==> config.mk <==
export PLATFORM = sky130hd
export DESIGN_NAME = yenc_line_decoder_top
export DESIGN_NICKNAME = d
export VERILOG_FILES = /design/src/sv/yld_pkg.sv /design/src/sv/yld_decode.sv /design/src/sv/yld_out_reg.sv /design/src/sv/yenc_line_decoder_top.sv
export SDC_FILE = /design/constraint.sdc
export NUM_CORES = 1
export LEC_CHECK = 0
export BUFFER_PORTS_ARGS = -buffer_cell sky130_fd_sc_hd__buf_2
export CORE_ASPECT_RATIO = 1.25
export CORE_UTILIZATION = 52
export DETAILED_ROUTE_END_ITERATION = 12
export GPL_TIMING_DRIVEN = 0
export PLACE_DENSITY = 0.77
export SYNTH_ARGS = -nofsm -noshare
export SYNTH_HDL_FRONTEND = slang
export SYNTH_SLANG_ARGS = --single-unit
==> constraint.sdc <==
create_clock -name clock -period 2.4 [get_ports clock]
set_clock_uncertainty 0.2 [all_clocks]
set_input_delay 0.24 -clock clock [delete_from_list [all_inputs] [get_ports clock]]
set_output_delay 0.24 -clock clock [all_outputs]
set_load 0.02 [all_outputs]
==> src/sv/yld_pkg.sv <==
`timescale 1ns / 1ps

package yld_pkg;

   typedef enum logic [1:0] {
      KIND_DATA       = 2'd0,
      KIND_END        = 2'd1,
      KIND_BAD_BYTE   = 2'd2,
      KIND_BAD_ESCAPE = 2'd3
   } kind_type;

   localparam logic [7:0] ESC_CHAR   = 8'd61;
   localparam logic [7:0] ESC_SHIFT  = 8'd64;
   localparam logic [7:0] DATA_SHIFT = 8'd42;
   localparam logic [7:0] LF_CHAR    = 8'd10;
   localparam logic [7:0] CR_CHAR    = 8'd13;
   localparam logic [7:0] NUL_CHAR   = 8'd0;

   // Result of decoding one byte together with the decoder state it leaves.
   typedef struct packed {
      logic       emit;
      kind_type   kind;
      logic [7:0] byte_out;
      logic       escape_next;
      logic       error_next;
   } dec_result_type;

endpackage

==> src/sv/yld_decode.sv <==
`timescale 1ns / 1ps

module yld_decode (
   input  logic                    escape_pending,
   input  logic                    error_latched,
   input  logic [7:0]              raw_byte,
   output yld_pkg::dec_result_type result
);
   import yld_pkg::*;

   logic [7:0] unescaped;

   assign unescaped = raw_byte - ESC_SHIFT;

   always_comb begin
      result.emit        = 1'b0;
      result.kind        = KIND_DATA;
      result.byte_out    = 8'd0;
      result.escape_next = escape_pending;
      result.error_next  = error_latched;

      if (error_latched) begin
         // Everything after an error is dropped and the escape flag is kept.
         result.emit = 1'b0;
      end else if (escape_pending) begin
         result.escape_next = 1'b0;
         result.emit        = 1'b1;
         if (unescaped == NUL_CHAR || unescaped == LF_CHAR ||
             unescaped == CR_CHAR  || unescaped == ESC_CHAR) begin
            result.byte_out = unescaped - DATA_SHIFT;
         end else begin
            result.kind       = KIND_BAD_ESCAPE;
            result.error_next = 1'b1;
         end
      end else if (raw_byte == LF_CHAR) begin
         result.emit = 1'b1;
         result.kind = KIND_END;
      end else if (raw_byte == NUL_CHAR || raw_byte == CR_CHAR) begin
         result.emit       = 1'b1;
         result.kind       = KIND_BAD_BYTE;
         result.error_next = 1'b1;
      end else if (raw_byte == ESC_CHAR) begin
         result.escape_next = 1'b1;
      end else begin
         result.emit     = 1'b1;
         result.byte_out = raw_byte - DATA_SHIFT;
      end
   end

endmodule

==> src/sv/yld_out_reg.sv <==
`timescale 1ns / 1ps

module yld_out_reg (
   input  logic                clock,
   input  logic                reset,
   input  logic                load,
   input  yld_pkg::kind_type   kind,
   input  logic [7:0]          byte_out,
   output logic                can_load,
   output logic                rsp_tvalid,
   input  logic                rsp_tready,
   output logic [7:0]          rsp_tdata,
   output logic [1:0]          rsp_tuser
);
   import yld_pkg::*;

   logic       valid_ff;
   kind_type   kind_ff;
   logic [7:0] byte_ff;

   // A new result may enter when the register is empty or its transfer completes now.
   assign can_load = !valid_ff || rsp_tready;

   always_ff @(posedge clock) begin
      if (reset) begin
         valid_ff <= 1'b0;
      end else if (can_load) begin
         valid_ff <= load;
      end
      if (can_load && load) begin
         kind_ff <= kind;
         byte_ff <= byte_out;
      end
   end

   assign rsp_tvalid = valid_ff;
   assign rsp_tdata  = byte_ff;
   assign rsp_tuser  = kind_ff;

endmodule

==> src/sv/yenc_line_decoder_top.sv <==
`timescale 1ns / 1ps
// Channel   Dir  Handshake              Payload
// req       in   req_tvalid/req_tready  tdata[7:0] raw_byte
// rsp       out  rsp_tvalid/rsp_tready  tdata[7:0] byte_out, tuser[1:0] kind
//
// One byte is accepted per cycle unless a stalled rsp side holds it off; a result
// passes through the input register, then the result register. The decode between
// the two registers is three subtracts and a few compares. Reset clears both valid
// flags, the escape flag and the error flag. A stalled rsp side backs up into
// req_tready only when both registers are full and the held byte would produce a result.

module yenc_line_decoder_top (
   input  logic       clock,
   input  logic       reset,
   input  logic       req_tvalid,
   output logic       req_tready,
   input  logic [7:0] req_tdata,   // [7:0] raw_byte
   output logic       rsp_tvalid,
   input  logic       rsp_tready,
   output logic [7:0] rsp_tdata,   // [7:0] byte_out
   output logic [1:0] rsp_tuser    // [1:0] kind
);
   import yld_pkg::*;

   logic           in_valid_ff;
   logic [7:0]     in_byte_ff;
   logic           escape_ff;
   logic           error_ff;
   dec_result_type dec;
   logic           out_can_load;
   logic           advance;

   yld_decode u_decode (
      .escape_pending (escape_ff),
      .error_latched  (error_ff),
      .raw_byte       (in_byte_ff),
      .result         (dec)
   );

   // The held byte leaves when it yields nothing or the result register can take it.
   assign advance    = in_valid_ff && (!dec.emit || out_can_load);
   assign req_tready = !in_valid_ff || advance;

   always_ff @(posedge clock) begin
      if (reset) begin
         in_valid_ff <= 1'b0;
         escape_ff   <= 1'b0;
         error_ff    <= 1'b0;
      end else begin
         if (req_tready) begin
            in_valid_ff <= req_tvalid;
         end
         if (advance) begin
            escape_ff <= dec.escape_next;
            error_ff  <= dec.error_next;
         end
      end
      if (req_tready && req_tvalid) begin
         in_byte_ff <= req_tdata;
      end
   end

   yld_out_reg u_out_reg (
      .clock      (clock),
      .reset      (reset),
      .load       (advance && dec.emit),
      .kind       (dec.kind),
      .byte_out   (dec.byte_out),
      .can_load   (out_can_load),
      .rsp_tvalid (rsp_tvalid),
      .rsp_tready (rsp_tready),
      .rsp_tdata  (rsp_tdata),
      .rsp_tuser  (rsp_tuser)
   );

endmodule

==> results.json, run 1 <==
{
  "maxSlewViolCount": 0,
  "hold_ws_ns": 0.1140,
  "multi_input_area_sq_um": 481.7,
  "hold_path.class": "in2reg",
  "peakVddDrop_mv": 0.4549,
  "port_buffers": 23,
  "start_util_pct": 55.74,
  "p_leak_uw": 0.0005679,
  "syn_area_sq_um": 1105,
  "dp_hpwl_um": 1274,
  "ys_types": 35,
  "critical_path.cell_chain": "inv_2 > ha_4 > nand2b_4 > nor4_4 > nand2b_4 > or2_4 > buf_4",
  "drive_above_1_share_pct": 32.37,
  "synth_top_cells_by_count": "edfxtp_1 (18), inv_1 (7), nor2_1 (7)",
  "core_sq_um": 1982,
  "post-route-drc-count": 0,
  "synth-seq-area-share_pct": 56.17,
  "grtUsageTotal_pct": 18.81,
  "ant_nets": 0,
  "reg2reg_slack_ns": 0.12,
  "start_kind": "flop",
  "cts_buffer_depth": 2,
  "yosysMostFrequentCell": "edfxtp_1",
  "fp-row-count": 18,
  "drv_cap": 0,
  "synthFlopType": "edfxtp_1",
  "netlist_instances": 99,
  "path_class": "reg2out",
  "num_antenna_cells": 0,
  "grt-ovfl-total": 0,
  "grt_max_degree": 13,
  "syn_avg_cell_area_sq_um": 11.16,
  "async_flop_share_pct": 0,
  "ys_top_cells_by_area": "edfxtp_1 (49%), dfxtp_1 (7.2%), ha_1 (3.4%), nor2b_1 (2.8%), inv_1 (2.4%)",
  "wl_um": 2242,
  "yosysWarnings": 0,
  "cts_root_buffer": "clkbuf_4",
  "cts_max_level": 1,
  "gr-usage-met3_pct": 2.685,
  "setup_violations": 0,
  "antenna_found_initial": 0,
  "synth_edf_count": 18,
  "clk_pin_slew_ns": 0.11,
  "grt_busiest_layer": "met2",
  "num_vias": 878,
  "cts_sinks": 22,
  "cp_data_arrival_time_ns": 1.90,
  "relSlewSlack_pct": 67.12,
  "final_nets": 155,
  "synth_fp_nets": 114,
  "clk_latency_ns": 0.32,
  "min_period_ns": 2.338,
  "ys_ff_latch": 22,
  "cpPeakStageDelay_ns": 0.45,
  "area.growth.synth_to_final_pct": 30.69,
  "synth_top_area_share_pct": 48.92,
  "drt_pass1_iterations": 4,
  "crit_required_ns": 1.96,
  "die_h_um": 53.54,
  "rsz0062_at_grt": "no",
  "utilization_pct": 72.85,
  "routed_via_density": 5.522,
  "fill_cells": 150,
  "ios": 24,
  "slowest_stage": "edfxtp_1",
  "gp_congestion": 0.8746,
  "synth_largest_area_cell": "edfxtp_1",
  "pwr_density_cell_nw_per_um2": 519.7,
  "fmax_ghz": 0.4278,
  "grt.met1_usage_pct": 21.54,
  "pre_cts_ws_ns": -0.05007,
  "path_max_fanout": 3,
  "end_kind": "output port",
  "drt_iter0_markers": 19,
  "cts_tree": "built",
  "critPathMostFrequentCell": "nand2b_4",
  "use_met2_pct": 33.08,
  "cts_buffers": 3,
  "worstMarginPinSlew_ns": 0.4910,
  "dieArea_sq_um": 2314,
  "post_drt_wl_per_cell_um": 14.10,
  "post-route-period-util_pct": 97.40,
  "grt_pass1_wl_um": 3146,
  "worst_slack_ns": 0.06250,
  "first_global_vias": 741,
  "finalHoldViolations": 0,
  "status": "finished clean",
  "seq_area_sq_um": 620.6,
  "die_x_um": 43.23
}
-- cell families after synthesis --
group,Yosys count,share of synthesized area (%)
AO/OA/AOI/OAI,20,12.00
buffers and inverters,11,4.530
flip-flops,22,56.17
XOR/XNOR,3,2.379
adder cells (fa/ha/maj),3,3.398
multiplexers,1,1.019
AND/OR/NAND/NOR,39,20.50
-- metal layers --
metal	part of all wire [%]	up-vias	wire, um
li1	-	439	-
met1	40	398	890
met2	54	35	1219
met3	3.5	6	79
met4	2.4	0	53
met5	0	-	0
-- flip-flops by register name, summed over array words and instances, names as in the netlist --
register              flops
u_out_reg.rsp_tvalid      1
error_ff                  1
u_out_reg.rsp_tdata       8
escape_ff                 1
in_valid_ff               1
in_byte_ff                8
u_out_reg.rsp_tuser       2
-- power breakdown --
part | switching, uW | internal [uW] | leakage [uW]
logic | 67.3 | 61.0 | 0.000349
clock network | 112 | 65.0 | 0.0000150
registers | 8.66 | 436 | 0.000203
total | 188 | 563 | 0.000568
-- repair_timing --
action	CTS	global route
buffers inserted	0	3
gates cloned	0	0
pin swaps	0	2
hold endpoints to repair	12	0
hold buffers	10	0
setup endpoints to repair	9	9
resized for setup	3	8
-- cell usage in the layout (no fill, tap or decap), types with 2 or more instances in the layout --
master | netlist | routed
a21oi_1 | 5 | 5
and2_1 | 2 | 2
buf_2 | 1 | 23
buf_4 | 0 | 4
clkbuf_1 | 2 | 3
clkbuf_4 | 0 | 3
dfxtp_1 | 4 | 4
dlygate4sd3_1 | 0 | 10
edfxtp_1 | 18 | 18
ha_1 | 3 | 2
inv_1 | 7 | 5
inv_2 | 0 | 2
nand2_1 | 5 | 5
nand2b_4 | 0 | 2
nand3b_1 | 2 | 2
nor2_1 | 7 | 7
nor2b_1 | 5 | 4
nor3_1 | 4 | 4
o211ai_1 | 3 | 3
o21a_1 | 3 | 3
o21ai_0 | 3 | 3
or3_1 | 2 | 2
xnor2_1 | 2 | 2
-- per-stage QoR --
stage / std cells / power [uW] / area [sq um] / setup TNS (ns)
finish: 159 / 750.4 / 1444 / 0
CTS: 156 / 739.3 / 1389 / 0
global route: 159 / 775.3 / 1444 / 0
global placement: 142 / 550.2 / 1245 / 0
detailed placement: 142 / 553.8 / 1245 / -0.3993
floorplan: 99 / 524.5 / 1105 / 0
-- layout make-up --
type	instances	share of cell area [%]
inverter	7	1.820
clock buffer	4	1.820
tap	20	1.733
timing repair buffer	36	16.64
sequential	22	42.98
buffer	4	1.646
multi-input combinational	66	33.36
-- worst max-delay path: cells and delay by family, from the launching register on --
kind	cells	cell delay [ns]
adder cells (fa/ha/maj)	1	0.15
AND/OR/NAND/NOR	4	0.74
buffers and inverters	2	0.25
flip-flops	1	0.45
-- final timing paths --
| kind | from | to | depth (start not counted) |
|---|---|---|---|
| worst max-delay path | in_byte_ff[6] | req_tready | 7 |
| worst min-delay path | rsp_tready | u_out_reg.rsp_tvalid | 3 |
| worst min register to register | in_valid_ff | error_ff | 2 |
| worst max register to register | in_byte_ff[6] | in_byte_ff[7] | 7 |
Note: power is estimated with default switching activity, not from simulation.
==> run 2, diff against run 1 <==
Settings changed: ABC_AREA set to 1, CORE_UTILIZATION 52 to 53.
==> run 2 against run 1 <==
  * Sequential power rose by 2%
  * Critical path type is now reg2reg
  * Via count rose by 1.4%
  * Clock power barely moved
  * Maximum frequency rose by 5.8%
  * Routed wire length fell by 13%
  * Global-route usage fell by 0.52 points
  * Combinational power rose by 8%
  * Critical path depth rose by 2
  * Count of clock-buffer cells in the layout did not move
==> results.json, run 2 <==
{
  "swShare_pct": 26.52,
  "path_max_fanout": 3,
  "pwr_density_cell_nw_per_um2": 526.0,
  "async_flop_share_pct": 0,
  "ant_nets": 0,
  "clock_power_share_pct": 22.9,
  "wl_um": 1945,
  "drive_above_1_share_pct": 33.33,
  "reg2reg_slack_ns": 0.19,
  "synth_edf_count": 18,
  "peakVddDrop_mv": 0.3837,
  "cts_max_level": 1,
  "layout_common_cells": "nand2_1 (23), buf_2 (23), inv_1 (18), edfxtp_1 (18), dlygate4sd3_1 (10)",
  "die_x_um": 44.32,
  "grt_max_degree": 13,
  "grt-ovfl-total": 0,
  "ios": 24,
  "utilization_pct": 71.49,
  "hold_path.class": "in2reg",
  "post-route-drc-count": 0,
  "cp_data_arrival_time_ns": 2.28,
  "fmax_ghz": 0.4525,
  "placed_area_sq_um": 1339,
  "whs_path_depth": 4,
  "top_layer_used": "met4",
  "cts_sinks": 22,
  "antenna_found_initial": 0,
  "start_kind": "flop",
  "worstReg2RegStart": "in_byte_ff[6]",
  "routed_via_density": 4.709,
  "synth_top_area_share_pct": 45.57,
  "pre_cts_ws_ns": 0.3797,
  "setup_violations": 0,
  "drt_iter0_markers": 15,
  "grt_pass1_wl_um": 3125,
  "switching_power_uw": 204.4,
  "rr_worst_depth": 9,
  "relSlewSlack_pct": 77.32,
  "die_h_um": 54.89,
  "synth-seq-area-share_pct": 52.32,
  "worst_slack_ns": 0.1899,
  "post-route-period-util_pct": 92.09,
  "cts_buffer_depth": 2,
  "end_kind": "flop",
  "yosysMostFrequentCell": "nand2_1",
  "port_buffers": 23,
  "ys_ff_latch": 22,
  "ys_types": 23,
  "worstMarginPinSlew_ns": 0.3398,
  "crit_required_ns": 2.47,
  "fill_cells": 152,
  "final_cell_area_sq_um": 1465,
  "ys_top_cells_by_area": "edfxtp_1 (46%), nand2_1 (7.3%), dfxtp_1 (6.8%), inv_1 (5.7%), xor2_1 (3.7%)",
  "grtUsageTotal_pct": 18.29,
  "wl_met3_um": 44,
  "syn_area_sq_um": 1186,
  "drv_cap": 0,
  "synth_fp_nets": 137,
  "dp_hpwl_um": 1442,
  "start_util_pct": 57.88,
  "syn_avg_cell_area_sq_um": 9.722,
  "r2r-end": "in_valid_ff",
  "cts_buffers": 3,
  "min_period_ns": 2.210,
  "internal-power_uw": 566.4,
  "p_leak_uw": 0.0006713,
  "power_frac_seq_pct": 59.2,
  "dieArea_sq_um": 2432,
  "wl_met1_um": 739,
  "drt_pass1_iterations": 4,
  "num_vias": 890,
  "hold_ws_ns": 0.02025,
  "postCtsSetupRepairBufs": 0,
  "tns_ns": 0,
  "num_antenna_cells": 0,
  "post_cts_resized": 0,
  "core_sq_um": 2049,
  "fp-row-count": 18,
  "finalHoldViolations": 0,
  "clk_pin_slew_ns": 0.11,
  "rsz0062_at_grt": "no",
  "final_nets": 175,
  "area.growth.synth_to_final_pct": 23.52,
  "netlist_instances": 122,
  "cts_root_buffer": "clkbuf_4",
  "wl_met2_um": 1107,
  "maxSlewViolCount": 0,
  "min_to": "u_out_reg.rsp_tvalid",
  "yosysWarnings": 0,
  "gp_congestion": 0.8051,
  "status": "finished clean",
  "hold_start": "rsp_tready",
  "cts_tree": "built",
  "post_drt_wl_per_cell_um": 10.29,
  "first_global_vias": 818,
  "clk_latency_ns": 0.32,
  "synth_largest_area_cell": "edfxtp_1",
  "path_class": "reg2reg",
  "synth_top_cells_by_count": "nand2_1 (23), edfxtp_1 (18), inv_1 (18), a21oi_1 (7), nor2_1 (7)",
  "p_comb_share_pct": 17.9,
  "synthFlopType": "edfxtp_1"
}
run 2: per-layer routing:
layer	vias to the layer above	GRT usage, %
met5	-	0
met4	0	12.12
met3	5	1.948
met2	20	37.25
met1	398	16.70
li1	467	-
run 2: cell type report:
cell class | count | area, sq um | area share [%]
well taps | 30 | 37.54 | 2.562
repair buffers | 33 | 215.2 | 14.69
clock buffers | 4 | 26.28 | 1.793
multi-input cells | 77 | 476.7 | 32.54
flip-flops and latches | 22 | 620.6 | 42.36
inverters | 23 | 88.84 | 6.063
run 2: logic make-up after synthesis:
kind of cell | synth area share [%]
compound gates | 4.113
xor+xnor | 3.692
fa+ha+maj | 3.165
buf+inv | 7.489
flops | 52.32
simple gates | 29.22
run 2: critical path, stage by stage (launching register included):
cell	delay, ns
edfxtp_1	0.42
inv_1	0.12
ha_1	0.17
inv_1	0.06
nor2_1	0.19
nand3_2	0.12
nand4_1	0.13
nand2_1	0.08
a21oi_1	0.11
dlygate4sd3_1	0.55
run 2: worst max-delay path by stage:
| stage | startpoint | end |
|---|---|---|
| 3_3_place_gp | in_byte_ff[6] | in_byte_ff[0] |
| 3_5_place_dp | in_byte_ff[6] | in_byte_ff[0] |
| 4_1_cts | in_byte_ff[6] | in_valid_ff |
| 5_1_grt | in_byte_ff[6] | in_valid_ff |
| 6_report | in_byte_ff[6] | in_valid_ff |
| 2_1_floorplan | in_byte_ff[6] | in_byte_ff[0] |
run 2: per-stage QoR:
step / cells / power, uW
6_report: 189 / 770.7
5_1_grt: 189 / 802.3
2_1_floorplan: 122 / 555.0
3_5_place_dp: 175 / 589.5
4_1_cts: 189 / 771.0
3_3_place_gp: 175 / 584.6
run 2: what timing repair did:
action                     4_1_cts  5_1_grt
hold buffers                    10        0
setup endpoints to repair        0        0
hold endpoints to repair        11        0
run 2: power groups by stage:
stage / clock [uW] / sequential (uW) / combinational, uW
after floorplan: 0 / 479 / 75.6
after global placement: 0 / 463 / 121
after detailed placement: 0 / 465 / 125
after CTS: 177 / 456 / 138
after global routing: 191 / 460 / 152
final: 177 / 456 / 138
